### config.mk
export PLATFORM = sky130hd
export DESIGN_NAME = edfs_cell
export DESIGN_NICKNAME = d
export VERILOG_FILES = /design/src/hw/rtl/edfs_pkg.sv /design/src/hw/rtl/edfs_cell.sv
export SDC_FILE = /design/constraint.sdc
export NUM_CORES = 1
export LEC_CHECK = 0
export BUFFER_PORTS_ARGS = -buffer_cell sky130_fd_sc_hd__buf_4
export CORE_MARGIN = 4
export CORE_UTILIZATION = 40
export DETAILED_ROUTE_END_ITERATION = 7
export GPL_TIMING_DRIVEN = 0
export PLACE_DENSITY = 0.73
export REMOVE_ABC_BUFFERS = 1
export SYNTH_ARGS = -nofsm -noshare
export SYNTH_HDL_FRONTEND = slang
export SYNTH_SLANG_ARGS = --single-unit
### constraint.sdc
create_clock -name clk -period 1.9 [get_ports clk]
set_input_delay 0.19 -clock clk [delete_from_list [all_inputs] [get_ports clk]]
set_output_delay 0.19 -clock clk [all_outputs]
set_load 0.01 [all_outputs]
### src/hw/rtl/edfs_pkg.sv
package edfs_pkg;

  localparam int TASK_SLOTS_DEF = 16;
  // Widest slot index over the supported range of slot counts
  localparam int ID_FW = 6;
  localparam int TID_SPAN = 16;
  localparam logic [30:0] MAX31 = 31'h7FFF_FFFF;

  localparam logic [3:0] OP_TICK   = 4'd0;
  localparam logic [3:0] OP_CREATE = 4'd1;
  localparam logic [3:0] OP_EXIT   = 4'd2;
  localparam logic [3:0] OP_YIELD  = 4'd3;
  localparam logic [3:0] OP_SLEEP  = 4'd4;
  localparam logic [3:0] OP_PYIELD = 4'd5;
  localparam logic [3:0] OP_SETDL  = 4'd6;
  localparam logic [3:0] OP_SCHED  = 4'd7;
  localparam logic [3:0] OP_START  = 4'd8;
  localparam logic [3:0] OP_INFO   = 4'd9;

  localparam logic [1:0] ST_DORMANT  = 2'd0;
  localparam logic [1:0] ST_READY    = 2'd1;
  localparam logic [1:0] ST_RUNNING  = 2'd2;
  localparam logic [1:0] ST_SLEEPING = 2'd3;

  localparam logic [1:0] PRE_NONE  = 2'd0;
  localparam logic [1:0] PRE_TICK  = 2'd1;
  localparam logic [1:0] PRE_SCHED = 2'd2;
  localparam logic [1:0] PRE_START = 2'd3;

  localparam logic [2:0] ACT_CREATE = 3'd0;
  localparam logic [2:0] ACT_EXIT   = 3'd1;
  localparam logic [2:0] ACT_YIELD  = 3'd2;
  localparam logic [2:0] ACT_SLEEP  = 3'd3;
  localparam logic [2:0] ACT_PYIELD = 3'd4;
  localparam logic [2:0] ACT_SETDL  = 3'd5;
  localparam logic [2:0] ACT_RUN    = 3'd6;

  typedef struct packed {
    logic             pre_en;
    logic [1:0]       pre_act;
    logic             post_en;
    logic [2:0]       post_act;
    logic [ID_FW-1:0] post_id;
    logic [ID_FW-1:0] run_id;
    logic [3:0]       tid;
    logic [30:0]      tv;
  } cmd_t;

  typedef struct packed {
    logic             best_v;
    logic [ID_FW-1:0] best_id;
    logic [30:0]      best_tl;
    logic             free_v;
    logic [ID_FW-1:0] free_id;
    logic [1:0]       tid_state;
    logic [30:0]      tid_period;
    logic [30:0]      tid_tl;
    logic [1:0]       r_state;
    logic [30:0]      r_tl;
    logic             sw_any;
  } wave_t;

endpackage

### src/hw/rtl/edfs_cell.sv
module edfs_cell #(
  parameter int TASK_SLOTS = 16,
  parameter int INDEX = 0
) (
  input  logic          clk,
  input  logic          rst,
  input  edfs_pkg::cmd_t  cmd,
  input  logic          wave_valid_in,
  input  edfs_pkg::wave_t wave_in,
  output logic          wave_valid,
  output edfs_pkg::wave_t wave
);
  import edfs_pkg::*;

  localparam bit IS_USER = (INDEX != 0);

  logic [1:0]  state;
  logic [30:0] period;
  logic [30:0] tl;
  logic [30:0] sleep_left;
  logic        flag;
  logic [30:0] tl_dec;
  logic [30:0] sl_dec;
  logic        me_r;
  logic        me_post;
  logic        hit_tid;
  wave_t       wave_next;

  assign tl_dec  = (tl != 31'd0) ? tl - 31'd1 : tl;
  assign sl_dec  = (sleep_left != 31'd0) ? sleep_left - 31'd1 : sleep_left;
  assign me_r    = (cmd.run_id == ID_FW'(INDEX));
  assign me_post = (cmd.post_id == ID_FW'(INDEX));
  assign hit_tid = (INDEX < TID_SPAN) && (cmd.tid == 4'(INDEX));

  always_ff @(posedge clk) begin
    if (rst) begin
      state      <= IS_USER ? ST_DORMANT : ST_READY;
      period     <= IS_USER ? 31'd0 : MAX31;
      tl         <= IS_USER ? 31'd0 : MAX31;
      sleep_left <= 31'd0;
      flag       <= 1'b0;
      wave_valid <= 1'b0;
    end else begin
      wave_valid <= wave_valid_in;
      if (cmd.pre_en) begin
        flag <= 1'b0;
        case (cmd.pre_act)
          PRE_TICK: begin
            if (IS_USER) begin
              if (state == ST_SLEEPING) begin
                sleep_left <= sl_dec;
                if (sl_dec == 31'd0) begin
                  tl    <= period;
                  state <= ST_READY;
                  flag  <= 1'b1;
                end
              end else if (state == ST_READY || state == ST_RUNNING) begin
                tl <= tl_dec;
                // reload an expired running task
                if (me_r && state == ST_RUNNING && tl_dec == 31'd0) begin
                  tl   <= period;
                  flag <= 1'b1;
                end
              end
            end
          end
          PRE_SCHED: begin
            if (me_r) begin
              if (state == ST_RUNNING) begin
                state <= ST_READY;
              end else if (state == ST_DORMANT && IS_USER) begin
                period     <= 31'd0;
                tl         <= 31'd0;
                sleep_left <= 31'd0;
              end
            end
          end
          PRE_START: begin
            if (IS_USER && state == ST_READY) tl <= period;
          end
          default: ;
        endcase
      end
      if (cmd.post_en && me_post) begin
        case (cmd.post_act)
          ACT_CREATE: begin
            state      <= ST_READY;
            period     <= cmd.tv;
            tl         <= cmd.tv;
            sleep_left <= 31'd0;
          end
          ACT_EXIT:  state <= ST_DORMANT;
          ACT_YIELD: tl <= period;
          ACT_SLEEP: begin
            sleep_left <= cmd.tv;
            state      <= ST_SLEEPING;
          end
          ACT_PYIELD: begin
            sleep_left <= (tl != 31'd0) ? tl : period;
            state      <= ST_SLEEPING;
          end
          ACT_SETDL: begin
            period <= cmd.tv;
            tl     <= cmd.tv;
          end
          ACT_RUN: begin
            if (tl == 31'd0) tl <= period;
            state <= ST_RUNNING;
          end
          default: ;
        endcase
      end
    end
  end

  always_comb begin
    wave_next = wave_in;
    // incoming candidate always has a lower id, so only a strictly smaller time wins
    if (IS_USER && state == ST_READY && (!wave_in.best_v || tl < wave_in.best_tl)) begin
      wave_next.best_v  = 1'b1;
      wave_next.best_id = ID_FW'(INDEX);
      wave_next.best_tl = tl;
    end
    if (IS_USER && state == ST_DORMANT && !wave_in.free_v) begin
      wave_next.free_v  = 1'b1;
      wave_next.free_id = ID_FW'(INDEX);
    end
    if (hit_tid) begin
      wave_next.tid_state  = state;
      wave_next.tid_period = period;
      wave_next.tid_tl     = tl;
    end
    if (me_r) begin
      wave_next.r_state = state;
      wave_next.r_tl    = tl;
    end
    wave_next.sw_any = wave_in.sw_any | flag;
  end

  always_ff @(posedge clk) begin
    if (wave_valid_in) wave <= wave_next;
  end

endmodule

Yosys cells after proc, flatten, opt, wreduce, memory -nomap -nowiden
Cells that the tools add are included.
Cells by class
  equal/unequal tests: 9
  muxes and demuxes: 10
  reductions and logical operators: 11
Operator list (count)
  $pmux 31 s3: 1
  $mux 64: 1
  $mux 33: 1
  $logic_not 31->1: 1
  $mux 31: 1
  $logic_not 6->1: 2
  $mux 2: 5
  $eq 3x3->1 const B: 3
  $pmux 2 s4: 1
  $eq 3x2->1 const B: 2
  $eq 2x2->1 const B: 2
  $logic_not 4->1: 1
  $reduce_or 2->1: 2
  $eq 3x1->1 const B: 1
  $logic_not 3->1: 1
  $reduce_and 3->1: 1
  $reduce_bool 3->1: 1
  $ne 2x2->1 const B: 1
  $reduce_and 2->1: 1
  $logic_and 1x1->1: 1
Storage, ports and cells
  register bits after elaboration: 208
  bits of input ports: 200
  output and inout port bits: 144
  logic and storage cells: 45

Depth between registers and ports, before layout
Gate-level depths: netlist of run 1.
  depth after elaboration: 7
  gate-level depth with buffers: 8

Worst setup path after synthesis of run 1
Ideal clock, no wire load.
  kind: input to register
  start: in cmd[32] in the netlist's numbering
  end: reg wave[37] in the netlist's numbering, data pin
  setup time: 0.260 ns
  data arrival time: 1.431 ns
  required time: 1.640 ns
  path slack: 0.209 ns
  stages: 3
  path buffers: 1
  cell sequence: nor4_2 > buf_2 > mux2_2
RTL lines
  start: declaration: RTL line edfs_cell.sv:7  | input edfs_pkg::cmd_t cmd,
  end signal: assignment: RTL line edfs_cell.sv:141  | if (wave_valid_in) wave <= wave_next;
  end: declaration: RTL line edfs_cell.sv:11  | output edfs_pkg::wave_t wave

Final worst setup path of run 1
  start: reg tl[20]
  end: reg tl[2]
Between the ends
  cells in the longest elaborated chain, start to end: 3
Ends and longest elaborated chain
  start: declaration: RTL line edfs_cell.sv:19  | logic [30:0] tl;
  start signal: assignment: RTL line edfs_cell.sv:39  | tl <= IS_USER ? 31'd0 : MAX31;
  start signal: assignment: RTL line edfs_cell.sv:53  | tl <= period;
  start signal: assignment: RTL line edfs_cell.sv:58  | tl <= tl_dec;
  $logic_not 31->1: RTL line edfs_cell.sv:107  | if (tl == 31'd0) tl <= period;
  $ne 2x2->1 (no line)
  $reduce_and 3->1 (no line)
No other way between the ends.
A chain may end at the register's enable or synchronous reset.

==> results.ini, run 1 <==
[outcome]
status=finished with violations
violations=setup timing

[synthesis]
synth_top_area_cell=edfxtp_1
ys_top_cells_by_area=edfxtp_1 (51%), mux2_2 (16%), dfxtp_1 (15%), a211o_1 (3.2%), nor4_1 (2.9%)
syn-instance-count=575
yosys_most_used_dff=edfxtp_1
seq_area_frac_synth=0.664
async_flop_share=0
yosys-top-cells-count=edfxtp_1 (143), mux2_2 (120), dfxtp_1 (65), nor4_1 (39), nor2_1 (34)
yosysWarnings=0
synth.distinct_cells=31
yosysTopAreaCellShare=0.509
syn_area_sq_um=8430
synth_seq_cells=208
syn_area_per_cell_sq_um=14.7
synth_edf_count=143
yosys.cell_count.top_type=edfxtp_1

[final_layout]
fin_nets=1275
multiInputGateArea_sq_um=3120
register_area_sq_um=5600
area_delta_synth_final_pct=67.9
fill_cells=1365
layout-drive-gt1-share=0.521
stdcell_area_sq_um=14200

[placement]
dpl.hpwl_um=17000
portBuffers=343
gp_congestion=0.762
postPlaceCellArea_sq_um=11300

[clock_tree]
clockBufferDepth=3
cts_sinks=208
path_clk_slew_ps=60
clock_latency_ps=510
clockRootBuffer=clkbuf_16
htree_levels=1
cts_tree=built
cts_buffers=23

[global_route]
grt_use_total=0.226
grt_pass1_wl_um=42300
grt_max_degree=97
antenna_found_initial=1
grt_overflow=0
grt_pass1_vias=7407

[die]
fp.dieH_um=153
ios=344
row_count=52
core_area_sq_um=20500
die-width_um=153
start_util=0.411
dieArea_sq_um=23500

[worst_hold_path]
hold_path.class=in -> reg

[timing]
slew_violations=0
hold_violations=0
rsz0062_at_grt=yes
clock.fmax_ghz=0.499
finalSetupTns_ps=-1530
max_slew.worst_pin.slew_ps=1240
fin_skew_ps=12.9
min_period_ps=2000
min_period_over_period=1.06
finalSetupViolCount=31
worst_slack_ps=-105
whs_ps=19.9
slew_headroom=0.174

[pwr]
p_comb_frac=0.134
internal-power_mw=8.63
p_switching_mw=2.47
ir_drop_v=0.000628
power.share.switching=0.222
power_frac_seq=0.463
power_leakage_nw=5.65
p_per_area_nw_per_um2=785
power.share.clock=0.403

[route]
wl_per_cell_um=21.4
drt_first_pass_iters=4
routed_via_density=5.17
drt_iter0_markers=342
via_count=7039
ant_nets=0
wl_um=29100
drcViolationCount=0

[setup_path]
cp-end-kind=flip-flop
critPathKind=reg -> reg
critPathMaxFanout=8
worstPathRequired_ps=2280
critPathLaunchType=flip-flop
crit_chain=nor4_4, nand4_1, buf_4, o221a_4, nor4_1, a21oi_1
slowest_stage=nor4_4
slowest_delay_ps=400
worstPathArrival_ps=2380

[run]
maxCapViolCount=0

[power by group through the flow]
stage | sequential, mW | combinational, mW | clock [mW]
3_5_place_dp | 5.24 | 1.12 | 0
6_report | 5.15 | 1.48 | 4.48
5_1_grt | 5.16 | 1.56 | 4.76
2_1_floorplan | 5.34 | 0.213 | 0
4_1_cts | 5.14 | 1.42 | 4.55
3_3_place_gp | 5.23 | 1.08 | 0
[stage by stage]
| step | utilization | power, mW | instances | setup slack [ps] |
|---|---|---|---|---|
| 2_1_floorplan | - | 5.56 | 532 | -2650 |
| 5_1_grt | 0.690 | 11.5 | 1362 | -159 |
| 3_3_place_gp | 0.544 | 6.32 | 1145 | -5310 |
| 3_5_place_dp | 0.551 | 6.35 | 1153 | -2480 |
| 4_1_cts | 0.673 | 11.1 | 1357 | -48.2 |
| 6_report | 0.690 | 11.1 | 1362 | -105 |
[critical path, delay by kind of cell (launching register included)]
kind	cells	cell delay (ps)
buffers and inverters	1	180
AOI/OAI and AO/OA	2	390
DFF	1	370
and+or+nand+nor	3	930
[cells in the final DEF, fill, tap and decap left out, drive strengths merged, types with 5 or more instances in the layout]
master,count
nor2,34
edfxtp,143
and3,31
clkbuf,29
dlygate4sd3,155
clkinv,7
buf,357
mux2,128
a211o,31
nand2,6
a21oi,34
nor4,40
dfxtp,65
or2,5
[worst paths after layout]
check,from,endpoint,slack [ps],cells after the start
max,tl[20],tl[2],-100,6
min,cmd[27],period[27],20,3
max reg2reg,tl[20],tl[2],-100,6
min reg2reg,period[7],period[7],490,1
[state kept, by name, indices dropped and copies added, names as in the netlist]
signal	flops
tl	31
wave_valid	1
state	2
period	31
wave	143
[cell families (layout without fill, tap and decap cells)]
| group | Yosys count | count (layout) | share of synthesized area |
|---|---|---|---|
| other | 0 | 1 | 0 |
| buffers and inverters | 44 | 554 | 0.0239 |
| AND/OR/NAND/NOR | 126 | 129 | 0.0843 |
| multiplexers | 128 | 128 | 0.171 |
| AO/OA/AOI/OAI | 69 | 72 | 0.0571 |
| flip-flops | 208 | 208 | 0.664 |
[final cells by class]
cell class                 count  share of cell area
antenna                        1            0.000177
clock buffer                  29              0.0430
clock inverter                12             0.00990
inverter                       1            0.000265
multi-input combinational    329               0.220
sequential                   208               0.396
tap                          270              0.0239
timing repair buffer         512               0.307
[per-layer routing]
layer / vias up / share of wire / GRT usage / routed length, um
met3: 42 / 0.067 / 0.0483 / 1950
met5: - / 0 / 0 / 0
met1: 3468 / 0.37 / 0.260 / 10900
met2: 277 / 0.54 / 0.429 / 15800
met4: 0 / 0.016 / 0.0501 / 479
li1: 3252 / - / - / -
[repair_timing]
item                                    CTS  global route
endpoints found under the setup margin   63            31
buffers inserted                          5             1
gates cloned                              3             3
gates resized for setup                  27            56
hold buffers                            155             0
endpoints found under the hold margin   155             0
pin swaps                                 8            22
Note: power is estimated with default switching activity, not from simulation.
==> run 2, diff against run 1 <==
--- a/config.mk
+++ b/config.mk
@@ -5,12 +5,12 @@
 export SDC_FILE = /design/constraint.sdc
 export NUM_CORES = 1
 export LEC_CHECK = 0
-export BUFFER_PORTS_ARGS = -buffer_cell sky130_fd_sc_hd__buf_4
+export BUFFER_PORTS_ARGS = -buffer_cell sky130_fd_sc_hd__buf_2
 export CORE_MARGIN = 4
-export CORE_UTILIZATION = 40
+export CORE_UTILIZATION = 45
 export DETAILED_ROUTE_END_ITERATION = 7
 export GPL_TIMING_DRIVEN = 0
-export PLACE_DENSITY = 0.73
+export PLACE_DENSITY = 0.8
 export REMOVE_ABC_BUFFERS = 1
 export SYNTH_ARGS = -nofsm -noshare
 export SYNTH_HDL_FRONTEND = slang
==> run 2 against run 1 <==
Core utilization increased by 3.5 points; highest routed layer is now met5; critical path type unchanged; non-clock buffer count shrank 14; routed wire length up 0.22%; largest cell class unchanged; the flow still finishes with violations (setup timing); clock skew grew 1.1 ps; sequential power about the same.
==> results.ini, run 2 (synthesized netlist as in run 1, its figures left out) <==
[outcome]
status=finished with violations
violations=setup timing

[placement]
gp_congestion=0.768  ; +0.84%
pre_cts_slack_ps=-2410  ; +74.3 ps
dpl.hpwl_um=16000  ; -5.8%
portBuffers=343  ; unchanged

[die]
core_area_sq_um=18200  ; -11%
dieArea_sq_um=21000  ; -11%
row_count=49  ; -5.8%
start_util=0.463  ; +0.0516
die-width_um=145  ; -5.4%
ios=344  ; unchanged
fp.dieH_um=145  ; -5.4%

[route]
drt_iter0_markers=304  ; -11%
drcViolationCount=0  ; unchanged
via_count=7072  ; +0.47%
routed_via_density=5.40  ; +4.5%
ant_nets=0  ; unchanged
wl_per_cell_um=22.3  ; +4.3%
drt_first_pass_iters=5  ; +1
wl_um=29200  ; +0.22%

[setup_path]
crit_cells=6  ; unchanged
slowest_delay_ps=350  ; -50 ps
crit_chain=nor4_2, nand4_1, buf_4, o221a_4, nor4_1, a21oi_2
critPathMaxFanout=8  ; unchanged
worstPathRequired_ps=2280  ; about the same
crit_buf_inv=1  ; unchanged
cp-end-kind=flip-flop
critPathKind=reg -> reg
slowest_stage=dfxtp_1
critPathLaunchType=flip-flop
cp_top_family=simple AND/OR/NAND/NOR gates
worstPathArrival_ps=2280  ; -100 ps
worstRegToRegCells=6  ; unchanged

[global_route]
grt_pass1_vias=7576  ; +2.3%
grt_max_degree=97  ; unchanged
grt_pass1_wl_um=41400  ; -2.3%
grt_use_total=0.256  ; +0.0296
grt_overflow=0  ; unchanged
antenna_found_initial=4  ; +3

[timing]
min_period_over_period=1.00  ; -0.0531
slew_headroom=0.119  ; -0.0555
min_period_ps=1900  ; -101 ps
max_slew.worst_pin.slew_ps=1320  ; +83.3 ps
whs_ps=20.2  ; +0.291 ps
finalSetupViolCount=1  ; -97%
worst_slack_ps=-3.87  ; +101 ps
clock.fmax_ghz=0.525  ; +5.3%
rsz0062_at_grt=yes
hold_violations=0  ; unchanged
slew_violations=0  ; unchanged
fin_skew_ps=14.0  ; +1.08 ps

[final_layout]
largest_register=wave
largest_reg_flops=143  ; unchanged
biggestRegsByFlops=wave x143, period x31, tl x31
layout-drive-gt1-share=0.540  ; +0.0198
area_delta_synth_final_pct=56.8
fin_util=0.726  ; +0.0355
final_cell_mix=buf_2 (341), edfxtp_1 (143), dlygate4sd3_1 (140), mux2_2 (120), dfxtp_1 (60)
layout_commonest_cell=buf_2
fin_nets=1261  ; -1.1%

[pwr]
p_total_mw=11.1  ; about the same
power_leakage_nw=5.33  ; -5.8%
ir_drop_v=0.000692  ; +10%
p_per_area_nw_per_um2=839  ; +7.0%

[clock_tree]
clockBufferDepth=3  ; unchanged
clock_latency_ps=500  ; about the same
cts_sinks=208  ; unchanged
clockRootBuffer=clkbuf_16
cts_tree=built
htree_levels=1  ; unchanged
path_clk_slew_ps=60  ; about the same
cts_buffers=23  ; unchanged

[worst_hold_path]
whs_path_depth=3  ; unchanged
hold_path.class=in -> reg

[run]
maxCapViolCount=0  ; unchanged

## run 2: cell count changes in the layout (fill, tap and decap cells not counted), moves of 2 or more
cell / change
buf_2: +341
buf_4: -340
dlygate4sd3_1: -15
a21oi_1: -4
a21oi_2: +4
clkinv_1: -3
clkinv_2: +3
nor4_1: -3
bufinv_16: +2
clkbuf_1: -2
diode_2: +2
nor4_4: +2
## run 2: area by class of cell
type	instances	area (sq um)
sequential	208	5600
tap	229	287
timing repair buffer	498	3340
multi-input combinational	329	3180
clock inverter	15	209
clock buffer	26	587
antenna	3	7.51
inverter	1	3.75
fill	1114	4990
## run 2: path summary, 6_finish.rpt
| kind | startpoint | end | slack, ps |
|---|---|---|---|
| worst min register to register | period[18] | period[18] | 480 |
| worst max-delay path | tl[25] | tl[2] | -4 |
| worst min-delay path | cmd[21] | period[21] | 20 |
| worst max register to register | tl[25] | tl[2] | -4 |
## run 2: per-stage QoR
step,std cells,setup TNS (ps),area [sq um]
after floorplan,532,-228930,8230
after global placement,1104,-670170,10200
after detailed placement,1112,-130730,10400
after CTS,1298,0,12800
after global routing,1309,-1060,13200
final,1309,-3.87,13200
## run 2: worst register-to-register path: cells and delay by family, from the launching register on
| kind | cells | cell delay [ps] |
|---|---|---|
| buffers and inverters | 1 | 190 |
| AOI/OAI and AO/OA | 2 | 340 |
| and+or+nand+nor | 3 | 910 |
| DFF | 1 | 350 |
## run 2: repair_timing
item	in CTS	in global routing
cloned	3	4
resized for setup	31	57
setup endpoints to repair	62	32
buffers inserted	4	2
hold buffers	138	2
hold endpoints to repair	138	2
pin swaps	5	26
## run 2: where the power goes
| group | total (mW) | leakage, nW | switching (mW) | internal (mW) |
|---|---|---|---|---|
| Combinational | 1.25 | 3.01 | 0.600 | 0.646 |
| Sequential | 5.14 | 1.92 | 0.0604 | 5.08 |
| Clock | 4.71 | 0.391 | 1.81 | 2.91 |
| Total | 11.1 | 5.33 | 2.47 | 8.63 |
## run 2: layer usage
metal,routed length [um],global-route usage,vias up
met5,12,0,-
met4,978,0.103,2
li1,-,-,3226
met3,2360,0.0598,74
met1,10300,0.277,3438
met2,15600,0.477,332
==> run 3, diff against run 2 <==
--- a/config.mk
+++ b/config.mk
@@ -5,6 +5,7 @@
 export SDC_FILE = /design/constraint.sdc
 export NUM_CORES = 1
 export LEC_CHECK = 0
+export ABC_AREA = 1
 export BUFFER_PORTS_ARGS = -buffer_cell sky130_fd_sc_hd__buf_2
 export CORE_MARGIN = 4
 export CORE_UTILIZATION = 45
==> run 3 against run 2 <==
The flow now finishes without violations; maximum frequency increased by 4.7%; area after synthesis decreased by 0.31%; core utilization decreased by 1.6 points; routed wire length increased by 5.9%; clock-buffer cell count increased by 9; first-iteration DRC count increased to 2.5 times the previous value; non-clock buffer count increased by 26; clock skew decreased by 2.8 ps; largest power group unchanged; combinational power about the same; global-route usage increased by 1.5 points; critical path type unchanged; critical path depth increased by 3.
==> results.ini, run 3 <==
[timing]
min_period_ps=1820  ; -85.4 ps
slew_violations=0  ; unchanged
finalSetupViolCount=0  ; -1
fin_skew_ps=11.2  ; -2.78 ps
finalSetupTns_ps=0  ; +3.87 ps
rsz0062_at_grt=no
min_period_over_period=0.957  ; -0.0450
slew_headroom=0.240  ; +0.122
clock.fmax_ghz=0.550  ; +4.7%
max_slew.worst_pin.slew_ps=1140  ; -184 ps
hold_violations=0  ; unchanged

[synthesis]
synth_top_family_by_area=simple AND/OR/NAND/NOR gates
yosys_most_used_dff=edfxtp_1
syn_area_sq_um=8400  ; -0.31%
yosys-top-cells-count=nand2_1 (214), edfxtp_1 (143), nand3_1 (131), o21ai_0 (126), inv_1 (75)
syn_area_per_cell_sq_um=9.91  ; -32%
async_flop_share=0  ; unchanged
yosysTopAreaCellShare=0.511  ; +0.00159
syn-instance-count=848  ; +47%
synthXorXnorAreaFrac=0  ; unchanged
yosysWarnings=0  ; unchanged
seq_area_frac_synth=0.666  ; +0.00207
synthSimpleGateAreaFrac=0.191  ; +0.107
synth_seq_cells=208  ; unchanged
synth_edf_count=143  ; unchanged
synth-compound-area-share=0.0774  ; +0.0203
yosys.cell_count.top_type=nand2_1
synth.distinct_cells=21  ; -32%
synth_top_area_cell=edfxtp_1
ys_top_cells_by_area=edfxtp_1 (51%), dfxtp_1 (15%), nand2_1 (9.6%), nand3_1 (7.8%), o21ai_0 (7.5%)
synthAdderAreaFrac=0  ; unchanged
synthMuxAreaShare=0.00134  ; -0.170

[final_layout]
fin_nets=1550  ; +23%
largest_reg_flops=143  ; unchanged
biggestRegsByFlops=wave x143, period x31, tl x31
largest_register=wave
area_delta_synth_final_pct=53.3
stdcell_area_sq_um=12900  ; -2.5%
final_cell_mix=buf_2 (342), nand2_1 (211), dlygate4sd3_1 (168), edfxtp_1 (143), nand3_1 (131)
layout-drive-gt1-share=0.296  ; -0.245
layout_commonest_cell=buf_2

[clock_tree]
htree_levels=1  ; unchanged
clock_latency_ps=510  ; about the same
cts_buffers=23  ; unchanged
cts_sinks=208  ; unchanged
clockBufferDepth=3  ; unchanged
path_clk_slew_ps=60  ; about the same
clockRootBuffer=clkbuf_16
cts_tree=built

[route]
wl_per_cell_um=19.3  ; -13%
drt_iter0_markers=772  ; +150%
drt_first_pass_iters=6  ; +1
via_count=8445  ; +19%
wl_um=30900  ; +5.9%
routed_via_density=5.28  ; -2.3%
drcViolationCount=0  ; unchanged
ant_nets=0  ; unchanged

[placement]
gp_congestion=0.794  ; +3.3%
portBuffers=343  ; unchanged
dpl.hpwl_um=16900  ; +5.1%
postPlaceCellArea_sq_um=10300  ; -0.97%

[die]
fp.dieH_um=145  ; -0.15%
die-width_um=145  ; -0.15%
ios=344  ; unchanged
start_util=0.463  ; about the same
core_area_sq_um=18100  ; -0.34%
dieArea_sq_um=20900  ; -0.30%
row_count=49  ; unchanged

[setup_path]
slowest_stage=dfxtp_1
critPathKind=reg -> reg
critPathMaxFanout=16  ; +8
slowest_delay_ps=380  ; +30 ps
worstPathArrival_ps=2140  ; -140 ps
crit_chain=nor2_1, nand2_1, nor2_2, nand2_1, o21ai_4, buf_12, nand2_8, nand2_1, nand3_1
cpMostUsedCell=nand2_1
worstPathRequired_ps=2230  ; -50 ps
cp-end-kind=flip-flop
critPathLaunchType=flip-flop

[pwr]
power_leakage_nw=6.37  ; +20%
p_per_area_nw_per_um2=844  ; +0.54%
ir_drop_v=0.000657  ; -5.0%
p_total_mw=10.9  ; -2.0%

[global_route]
grt_pass1_vias=8374  ; +11%
grt_max_degree=77  ; -21%
grt_overflow=0  ; unchanged
grt_use_total=0.270  ; +0.0149
grt_pass1_wl_um=44100  ; +6.5%
antenna_found_initial=2  ; -2

[worst_hold_path]
hold_path.class=in -> reg

[outcome]
status=completed

[run]
maxCapViolCount=0  ; unchanged

-- run 3: worst paths after layout --
check	cells past startpoint	slack, ps	end	start
max	9	80	tl[10]	tl[20]
min	3	20	wave[90]	wave_in[90]
max reg2reg	9	80	tl[10]	tl[20]
min reg2reg	2	450	tl[26]	tl[26]
-- run 3: critical path, delay by kind of cell (launching register included) --
family	cells	cell delay, ps
AOI/OAI and AO/OA	1	190
buffers and inverters	1	170
DFF	1	380
and+or+nand+nor	7	870
-- run 3: area by class of cell --
class                   instances  area [sq um]
clock buffers                  35           661
clock inverters                 7          88.8
well taps                     229           287
repair buffers                524          3590
flip-flops and latches        208          5600
fillers                      1183          5260
multi-input cells             515          2360
diodes                          4          10.0
inverters                      78           295
-- run 3: through the flow --
stage | hold WS (ps) | setup slack (ps) | instances | utilization
finish | 16.7 | 81.6 | 1600 | 0.710
detailed placement | 368 | -1430 | 1374 | 0.567
global route | 17.0 | 14.1 | 1598 | 0.710
floorplan | 259 | -950 | 797 | -
global placement | 367 | -2900 | 1369 | 0.560
CTS | 2.78 | 3.02 | 1587 | 0.704
-- run 3: power breakdown --
group	internal [mW]	switching, mW	total [mW]
logic	0.615	0.651	1.27
registers	5.10	0.0725	5.17
clock network	2.67	1.77	4.44
total	8.38	2.50	10.9
-- run 3: kinds of logic (layout without fill, tap and decap cells) --
family	count (synthesis)	in the layout
buffers and inverters	129	644
AOI/OAI and AO/OA	130	130
muxes	1	1
DFF	208	208
and+or+nand+nor	380	384
other	0	4
-- run 3: metal layers --
layer / GRT usage / share of wire / wire length, um
met1: 0.306 / 0.35 / 10700
met2: 0.501 / 0.52 / 16200
met3: 0.0457 / 0.082 / 2550
met4: 0.117 / 0.048 / 1470
met5: 0 / 0 / 0
-- run 3: what timing repair did --
action / in CTS / in global routing
pin swaps: 3 / 3
cloned: 2 / 3
setup buffers: 1 / 6
endpoints found under the setup margin: 62 / 31
gates resized for setup: 7 / 2
hold buffers: 168 / 0
endpoints found under the hold margin: 170 / 0
